$ cat src/rtl/fpa_pkg.sv
`timescale 1ns / 1ps

package fpa_pkg;

	typedef enum logic [3:0] {
		FUNC_ADD = 4'd0,
		FUNC_SUB = 4'd1,
		FUNC_MUL = 4'd2,
		FUNC_DIV = 4'd3,
		FUNC_GT  = 4'd4,
		FUNC_LT  = 4'd5,
		FUNC_GE  = 4'd6,
		FUNC_LE  = 4'd7,
		FUNC_EQ  = 4'd8,
		FUNC_NE  = 4'd9,
		FUNC_MIN = 4'd10,
		FUNC_MAX = 4'd11
	} func_t;

	typedef enum logic [1:0] {
		ST_OK   = 2'd0,
		ST_OVF  = 2'd1,
		ST_DIVZ = 2'd2
	} status_t;

	typedef enum logic [1:0] {
		KIND_PRESET = 2'd0,
		KIND_MUL    = 2'd1,
		KIND_DIV    = 2'd2
	} kind_t;

	typedef struct packed {
		logic    valid;
		kind_t   kind;
		logic    neg;
		logic    cmp;
		status_t status;
	} ctrl_t;

endpackage

$ cat src/rtl/fpa_finish.sv
`timescale 1ns / 1ps

module fpa_finish #(
	parameter int W = 32,
	parameter int F = 8
) (
	input  fpa_pkg::ctrl_t   ctrl_i,
	input  logic [W-1:0]     preset_i,
	input  logic [2*W-1:0]   acc_i,
	input  logic [W-1:0]     rem_i,
	input  logic [W+F-1:0]   quo_i,
	input  logic [W-1:0]     dvs_i,
	output logic [W-1:0]     value,
	output logic             cmp,
	output fpa_pkg::status_t status
);
	import fpa_pkg::*;

	localparam int MW = 2 * W + F + 2;
	localparam logic [2*W:0] RND = ((2*W+1)'(1) << F) >> 1;
	localparam logic [MW-1:0] HALF = MW'(1) << (W - 1);

	logic [2*W:0]  prod_r;
	logic          rnd_up;
	logic [MW-1:0] mag;
	logic [MW-1:0] lim;
	logic [W-1:0]  low;

	assign prod_r = {1'b0, acc_i} + RND;
	assign rnd_up = {rem_i, 1'b0} >= {1'b0, dvs_i};
	assign mag = (ctrl_i.kind == KIND_MUL) ? MW'(prod_r >> F)
		: (MW'(quo_i) + MW'(rnd_up));
	assign lim = ctrl_i.neg ? HALF : HALF - MW'(1);
	assign low = mag[W-1:0];

	always_comb begin
		value  = preset_i;
		cmp    = ctrl_i.cmp;
		status = ctrl_i.status;
		if (ctrl_i.kind == KIND_MUL || ctrl_i.kind == KIND_DIV) begin
			if (mag > lim) begin
				status = ST_OVF;
				value  = ctrl_i.neg ? HALF[W-1:0] : HALF[W-1:0] - W'(1);
			end else begin
				status = ST_OK;
				value  = ctrl_i.neg ? W'(-low) : low;
			end
		end
	end
endmodule
$ cat config.mk
export PLATFORM = sky130hd
export DESIGN_NAME = fpa_finish
export DESIGN_NICKNAME = d
export VERILOG_FILES = /design/src/rtl/fpa_pkg.sv /design/src/rtl/fpa_finish.sv
export SDC_FILE = /design/constraint.sdc
export NUM_CORES = 1
export LEC_CHECK = 0
export CORE_MARGIN = 2
export CORE_UTILIZATION = 59
export DETAILED_ROUTE_END_ITERATION = 16
export DONT_BUFFER_PORTS = 1
export GPL_TIMING_DRIVEN = 0
export PLACE_DENSITY_LB_ADDON = 0.12
export SYNTH_ARGS = -nofsm -noshare
export SYNTH_HDL_FRONTEND = slang
export SYNTH_SLANG_ARGS = --single-unit
$ cat constraint.sdc
create_clock -name vclk -period 9.9
set_clock_uncertainty 0.15 [all_clocks]
set_input_delay 0.99 -clock vclk [all_inputs]
set_output_delay 0.99 -clock vclk [all_outputs]
set_load 0.02 [all_outputs]
==> results.json <==
{
  "finalSetupViolCount": 0,
  "synth_fp_nets": 1167,
  "grt_max_degree": 32,
  "cp_slowest_stage_delay_ns": 0.68,
  "drv_cap": 0,
  "start_kind": "input pin",
  "yosysTopAreaCell": "ha_1",
  "synth.area.top_cells": "ha_1, xnor2_1, mux2i_1",
  "placed_cells": 1025,
  "nets": 1169,
  "grt_usage_pct": 38.3,
  "slew_violations": 0,
  "coreArea_um2": 9820,
  "cts_setup_buffers": 0,
  "finalWorstPathRequiredPeriod_ns": 9.41,
  "fin_crit_sh_pct": 95.0,
  "grt_overflow": 0,
  "vias": 7384,
  "crit_type": "input pin to output port",
  "synth_common_cells": "nand2_1, nor2_1, ha_1",
  "hpwl_um": 18500,
  "cp-end-kind": "output port",
  "port-buffer-count": 0,
  "fin_area_um2": 6160,
  "relSlewSlack_pct": 39.1,
  "tns_ns": 0,
  "ys_warn_count": 0,
  "critical_path.slowest_cell": "a2111oi_2",
  "drcViolationCount": 0,
  "fin_cells": 1025,
  "clkbuf_count": 0,
  "crit_arrival_ns": 8.27,
  "firstDrtPassIters": 8,
  "synth_cell_types": 77,
  "initial_utilization_pct": 61.0,
  "globalplace.congestion": 1.01,
  "synthCells": 892,
  "grt_pass1_vias": 6954,
  "synth_most_common_cell": "nand2_1",
  "via_per_inst": 7.20,
  "rows": 36,
  "post_drt_wl_per_cell_um": 21.6,
  "drive_above_1_share_pct": 6.28,
  "grt_most_used_layer": "met2",
  "p_per_area_nw_per_um2": 41.7,
  "syn-cell-area_um2": 5990,
  "routed_wl_um": 22200,
  "rsz0062_at_grt": "false",
  "worst_pin_slew_ns": 0.909,
  "avgSynthCellArea_um2": 6.72,
  "peakVddDrop_v": 0.0000227,
  "outcome": "complete, no violations",
  "synth_seq_area_share_pct": 0,
  "seq_cell_count": 0,
  "crit_fanout": 10,
  "diodes": 0,
  "hold_viol": 0,
  "grt_util_met3_pct": 6.86,
  "dieWidth_um": 105,
  "cts-hold-fix-buffers": 0,
  "hp-class": "input pin to output port",
  "area_growth_pct": 2.84,
  "drtIter0Drc": 606,
  "die_y_um": 105,
  "max_freq_mhz": 106,
  "ant_nets": 0,
  "ctsResizeCount": 0,
  "whs_ns": 1.95,
  "place_area_um2": 6160,
  "worstPathRequired_ns": 8.76,
  "boundaryPins": 242,
  "cellLeakagePower_uw": 0.00231,
  "grt_util_met1_pct": 46.0,
  "p_total_uw": 257,
  "yosysTopAreaCellShare_pct": 14.2,
  "grt_pass1_wl_um": 34800,
  "grtUsageMet2_pct": 67.3,
  "dieArea_um2": 11000,
  "ff_latch_area_um2": 0,
  "grt_antenna_before_repair": 0
}
[worst paths after layout]
kind / from / endpoint / slack [ns] / cells after the start
hold / removal: ctrl_i[2] / cmp / 1.95 / 1
setup / recovery: dvs_i[1] / value[27] / 0.49 / 33
[layout make-up]
class / instances / area (um^2)
buffer: 37 / 170
fill: 949 / 3660
inverter: 64 / 240
multi-input combinational: 791 / 5590
tap: 133 / 166
[metrics by stage]
| step | util (%) | setup WS, ns |
|---|---|---|
| floorplan | - | 1.93 |
| global placement | 62.7 | 0.791 |
| detailed placement | 62.7 | 0.628 |
| CTS | 62.7 | 0.595 |
| global route | 62.8 | 0.0606 |
| finish | 62.8 | 0.493 |
[placed cells by master, fill, tap and decap left out, types with 20 or more instances in the layout]
cell	n
o21ai_0	37
xor2_1	27
mux2i_1	29
xnor2_1	36
ha_1	68
o31ai_1	20
inv_1	63
nor4_1	25
nor3_1	41
clkbuf_1	22
nand2_1	72
or3_1	20
a21oi_1	35
nand4_1	48
nor2_1	70
nand3_1	46
[logic make-up (layout without fill, tap and decap cells)]
group                    after synthesis  in the layout  synth area share (%)
AND/OR/NAND/NOR                      405            405                  36.8
AO/OA/AOI/OAI                        212            212                  25.5
buffers and inverters                101            101                  6.85
adder cells (fa/ha/maj)               68             68                  14.2
XOR/XNOR                              63             63                  9.21
multiplexers                          43             43                  7.45
[metal layers]
| layer | wire (um) | vias up | part of all wire, % |
|---|---|---|---|
| li1 | - | 3438 | - |
| met1 | 8490 | 3376 | 38 |
| met2 | 10400 | 481 | 47 |
| met3 | 2220 | 89 | 10 |
| met4 | 1080 | 0 | 4.9 |
| met5 | 0 | - | 0 |
[critical path, delay by kind of cell]
family	cells	cell delay (ns)
AO/OA/AOI/OAI	13	2.61
buffers and inverters	3	0.38
AND/OR/NAND/NOR	12	2.84
XOR/XNOR	1	0.26
adder cells (fa/ha/maj)	4	1.16
[power by group]
group	switching, uW	total, uW	internal (uW)
combinational	163	257	94.1
clock	0	0	0
sequential	0	0	0
total	163	257	94.1
No activity file was read; power rests on OpenSTA's default activity.
