===== config.mk =====
export PLATFORM = sky130hd
export DESIGN_NAME = fpa_cell
export DESIGN_NICKNAME = d
export VERILOG_FILES = /design/src/rtl/fpa_pkg.sv /design/src/rtl/fpa_cell.sv
export SDC_FILE = /design/constraint.sdc
export NUM_CORES = 1
export LEC_CHECK = 0
export ABC_AREA = 1
export BUFFER_PORTS_ARGS = -buffer_cell sky130_fd_sc_hd__buf_2
export CAP_MARGIN = 20
export CORE_AREA = 3 3 240 242
export DETAILED_ROUTE_END_ITERATION = 12
export DIE_AREA = 0 0 243 245
export HOLD_SLACK_MARGIN = 0.15
export PLACE_DENSITY = 0.65
export SYNTH_ARGS = -nofsm -noshare
export SYNTH_HDL_FRONTEND = slang
export SYNTH_SLANG_ARGS = --single-unit

===== constraint.sdc =====
create_clock -name clk -period 0.8 [get_ports clk]
set_clock_uncertainty 0.05 [all_clocks]
set_input_delay 0.04 -clock clk [delete_from_list [all_inputs] [get_ports clk]]
set_output_delay 0.04 -clock clk [all_outputs]
set_load 0.02 [all_outputs]

===== src/rtl/fpa_pkg.sv =====
`timescale 1ns / 1ps

package fpa_pkg;

	typedef enum logic [3:0] {
		FUNC_ADD = 4'd0,
		FUNC_SUB = 4'd1,
		FUNC_MUL = 4'd2,
		FUNC_DIV = 4'd3,
		FUNC_GT  = 4'd4,
		FUNC_LT  = 4'd5,
		FUNC_GE  = 4'd6,
		FUNC_LE  = 4'd7,
		FUNC_EQ  = 4'd8,
		FUNC_NE  = 4'd9,
		FUNC_MIN = 4'd10,
		FUNC_MAX = 4'd11
	} func_t;

	typedef enum logic [1:0] {
		ST_OK   = 2'd0,
		ST_OVF  = 2'd1,
		ST_DIVZ = 2'd2
	} status_t;

	typedef enum logic [1:0] {
		KIND_PRESET = 2'd0,
		KIND_MUL    = 2'd1,
		KIND_DIV    = 2'd2
	} kind_t;

	typedef struct packed {
		logic    valid;
		kind_t   kind;
		logic    neg;
		logic    cmp;
		status_t status;
	} ctrl_t;

endpackage


===== src/rtl/fpa_cell.sv =====
`timescale 1ns / 1ps

module fpa_cell #(
	parameter int W   = 32,
	parameter int F   = 8,
	parameter int IDX = 0
) (
	input  logic           clk,
	input  logic           arst_n,
	input  logic           en,
	input  fpa_pkg::ctrl_t ctrl_i,
	input  logic [W-1:0]   preset_i,
	input  logic [2*W-1:0] acc_i,
	input  logic [W-1:0]   mcand_i,
	input  logic [W-1:0]   mplier_i,
	input  logic [W-1:0]   rem_i,
	input  logic [W+F-1:0] num_i,
	input  logic [W+F-1:0] quo_i,
	input  logic [W-1:0]   dvs_i,
	output fpa_pkg::ctrl_t ctrl_o,
	output logic [W-1:0]   preset_o,
	output logic [2*W-1:0] acc_o,
	output logic [W-1:0]   mcand_o,
	output logic [W-1:0]   mplier_o,
	output logic [W-1:0]   rem_o,
	output logic [W+F-1:0] num_o,
	output logic [W+F-1:0] quo_o,
	output logic [W-1:0]   dvs_o
);
	import fpa_pkg::*;

	localparam int NB = W + F;

	// Each cell adds one partial product and develops one quotient bit.
	logic [2*W-1:0] addend;
	logic [W:0]     trial;
	logic [W:0]     diff;
	logic           fits;

	assign addend = mplier_i[0] ? ((2*W)'(mcand_i) << IDX) : '0;
	assign trial  = {rem_i, num_i[NB-1]};
	assign diff   = trial - {1'b0, dvs_i};
	assign fits   = trial >= {1'b0, dvs_i};

	always_ff @(posedge clk or negedge arst_n) begin
		if (!arst_n) begin
			ctrl_o <= '0;
		end else if (en) begin
			ctrl_o <= ctrl_i;
		end
	end

	always_ff @(posedge clk) begin
		if (en) begin
			preset_o <= preset_i;
			acc_o    <= acc_i + addend;
			mcand_o  <= mcand_i;
			mplier_o <= mplier_i >> 1;
			rem_o    <= fits ? diff[W-1:0] : trial[W-1:0];
			num_o    <= num_i << 1;
			quo_o    <= {quo_i[NB-2:0], fits};
			dvs_o    <= dvs_i;
		end
	end
endmodule


==> impl_metrics.ini <==
[outcome]
violations = negative hold slack, negative setup slack
status = finished with violations

[power_and_ir_drop]
switching_share_pct = 31.3
combPwrFrac_pct = 31.5
p_seq_share_pct = 37.4
p_switching_w = 0.0172
powerDensity_nw_per_um2 = 1680
ir_drop_v = 0.00178
p_leak_nw = 15.7
clockPowerShare_pct = 31.1
internal-power_w = 0.0377

[clock_tree]
cts_buffers = 37
clockBufferDepth = 3
numClockSinks = 309
cts-root-buf = clkbuf_16
clkLatencyLatePin_ns = 0.55
htreeDepth = 2
cts_tree = built
path_clk_slew_ns = 0.06

[detailed_routing]
wire_per_inst_um = 19.8
drtIter0Drc = 1011
drc = 0
drt-total-wl_mm = 79.1
top_layer = met5
route.met3.wl_mm = 5.76
vias_per_cell = 4.64
vias = 18600
final_antenna_net_count = 0
drt_first_pass_iters = 5
route.met2.wl_mm = 42.3
wl_met1_mm = 26.4

[worst_setup_path]
r2r-start = ctrl_o[1]
startpoint = mplier_i[0]
path_max_fanout = 5
critPathKind = primary input to register
cp_common_cell = nand2_2
worstPathArrival_ns = 1.81
cp_slowest_cell = ha_4
reg2reg_setup_slack_ns = -0.18
crit_family = simple AND/OR/NAND/NOR gates
start_kind = primary input
endpoint_kind = register
crit_chain = buf_16, buf_16, nand2_2, inv_2, ha_4, nand2_2, buf_4, nor2_4, inv_2, nor2_2, nand2_1, nor2_1, nand2_2, nand3_2, nand2_1
critical-path-max-stage-delay_ns = 0.29
worstPathRequired_ns = 1.06
worst-path-buf-inv = 5

[finish]
layout_common_cells = nand2_1, buf_2, buf_4
syn_to_final_growth_pct = 93.7
layout-drive-gt1-share_pct = 52.5
nets = 3590
final_common_cell = nand2_1
fillers = 4334

[hold_path]
hold_path.class = primary input to register
min_from = mcand_i[0]

[timing]
slew_violations = 0
holdWs_ns = -0.380
layout_setup_ws_ns = -0.757
timing.fmax_mhz = 642
fin_crit_ns = 1.56
setup_viol = 417
hold_viol = 68
fin_crit_sh_pct = 195
rsz0062_at_grt = true
tns_ns = -178.88

[floorplanning]
die-height_um = 245
die_w_um = 243
die_area_um2 = 59500
rows = 86
initial_utilization_pct = 30.5
io_pins = 625
coreArea_um2 = 55300

[global_route]
grt_usage_pct = 23.9
grt_pass1_wl_mm = 109
grt_pass1_vias = 19000
grt_max_degree = 28
antenna_found_initial = 15
grt-ovfl-total = 0

[yosys]
ys_ff_latch = 309
yosysSeqAreaShare_pct = 54.7
async_flop_share_pct = 2.27
netlist_area_um2 = 16900
yosysWarnings = 0
synthCells = 1939
synth_edf_count = 302
yosysUniqueCellTypes = 42
synthFlopType = edfxtp_1
synth.area.top_cells = edfxtp_1, nand2_1, inv_1, ha_1, nand3_1
syn_area_per_cell_um2 = 8.71
synth_top_area_share_pct = 53.7
synth_top_cell_by_area = edfxtp_1

[placed_design]
io_buffers = 621
hpwlAfterDp_mm = 53.3
post-place-ws_ns = -1.67
place_congestion = 0.911

[run]
maxCapViolCount = 0
==> through the flow <==
stage	hold slack [ns]	instance area [µm²]	util (%)	cells	total power, W
finish	-0.380	32700	59.2	3995	0.0549
CTS	-0.425	30900	55.8	3948	0.0529
floorplan	-0.306	18100	-	1940	0.0267
global placement	-0.171	24600	44.6	3606	0.0328
global route	-0.420	32700	59.2	3993	0.0569
detailed placement	-0.168	24600	44.6	3606	0.0329
==> power by group through the flow <==
stage / Combinational (W) / Clock [W] / Sequential, W
global route: 0.0183 / 0.0180 / 0.0206
detailed placement: 0.0125 / 0 / 0.0204
floorplan: 0.00436 / 0 / 0.0224
global placement: 0.0124 / 0 / 0.0204
CTS: 0.0155 / 0.0172 / 0.0202
finish: 0.0173 / 0.0170 / 0.0205
==> registers in the layout (all words and copies together), names as in the netlist <==
signal and cells:
num_o 39, dvs_o 32, acc_o 64, quo_o 40
rem_o 32, mplier_o 31, preset_o 32, mcand_o 32
ctrl_o 7
==> repair_timing <==
| item | in CTS | in global routing |
|---|---|---|
| setup endpoints to repair | 410 | 418 |
| pin swaps | 130 | 80 |
| hold buffers | 236 | 21 |
| gates resized for setup | 675 | 449 |
| hold endpoints to repair | 617 | 434 |
| gates cloned | 5 | 0 |
| buffers inserted | 40 | 22 |
==> logic make-up (layout without fill, tap and decap cells) <==
logic type | after synthesis | in the layout | synth area share [%]
AO/OA/AOI/OAI | 50 | 50 | 1.59
XOR/XNOR | 44 | 44 | 2.28
adder cells (fa/ha/maj) | 66 | 66 | 4.98
buffers and inverters | 401 | 1699 | 9.32
flip-flops | 309 | 309 | 54.7
multiplexers | 7 | 7 | 0.467
other | 1 | 11 | 0.0222
AND/OR/NAND/NOR | 1061 | 1061 | 26.6
==> worst paths after layout <==
kind                               to  cells after the start
max in group asynchronous   ctrl_o[1]                      3
hold / removal             mcand_o[0]                      1
setup / recovery            acc_o[61]                     15
hold reg to reg             ctrl_o[0]                      1
min in group asynchronous   ctrl_o[5]                      3
setup reg to reg            ctrl_o[1]                      2
==> metal layers <==
metal / GRT usage (%) / vias up
met2: 45.7 / 870
met1: 24.6 / 8748
met3: 5.62 / 255
met5: 0 / -
met4: 10.8 / 2
li1: - / 8677
==> worst register-to-register path: cells and delay by family (launching register included) <==
family   cells  cell delay, ns
flops        1            0.41
mux          1            0.26
buf+inv      1            0.14
==> cell type report <==
class                           count  area, µm²  area share [%]
Inverter                          385       1500            4.57
Clock inverter                     24        234           0.715
Antenna cell                        9       22.5          0.0688
Sequential cell                   309       9250            28.3
Tap cell                          748        936            2.86
Timing Repair Buffer             1247      10700            32.7
Clock buffer                       43        970            2.96
Multi-Input combinational cell   1230       9120            27.9
==> cells in the mapped netlist, types with 17 or more instances <==
master and count:
inv_1 382, nand3_1 131, edfxtp_1 302, nand4_1 17, nand2_1 696, ha_1 64
nor2_1 117, xor2_1 43, nor3_1 24, nand2_2 40, a21oi_1 39
(Power assumes the default switching activity.)
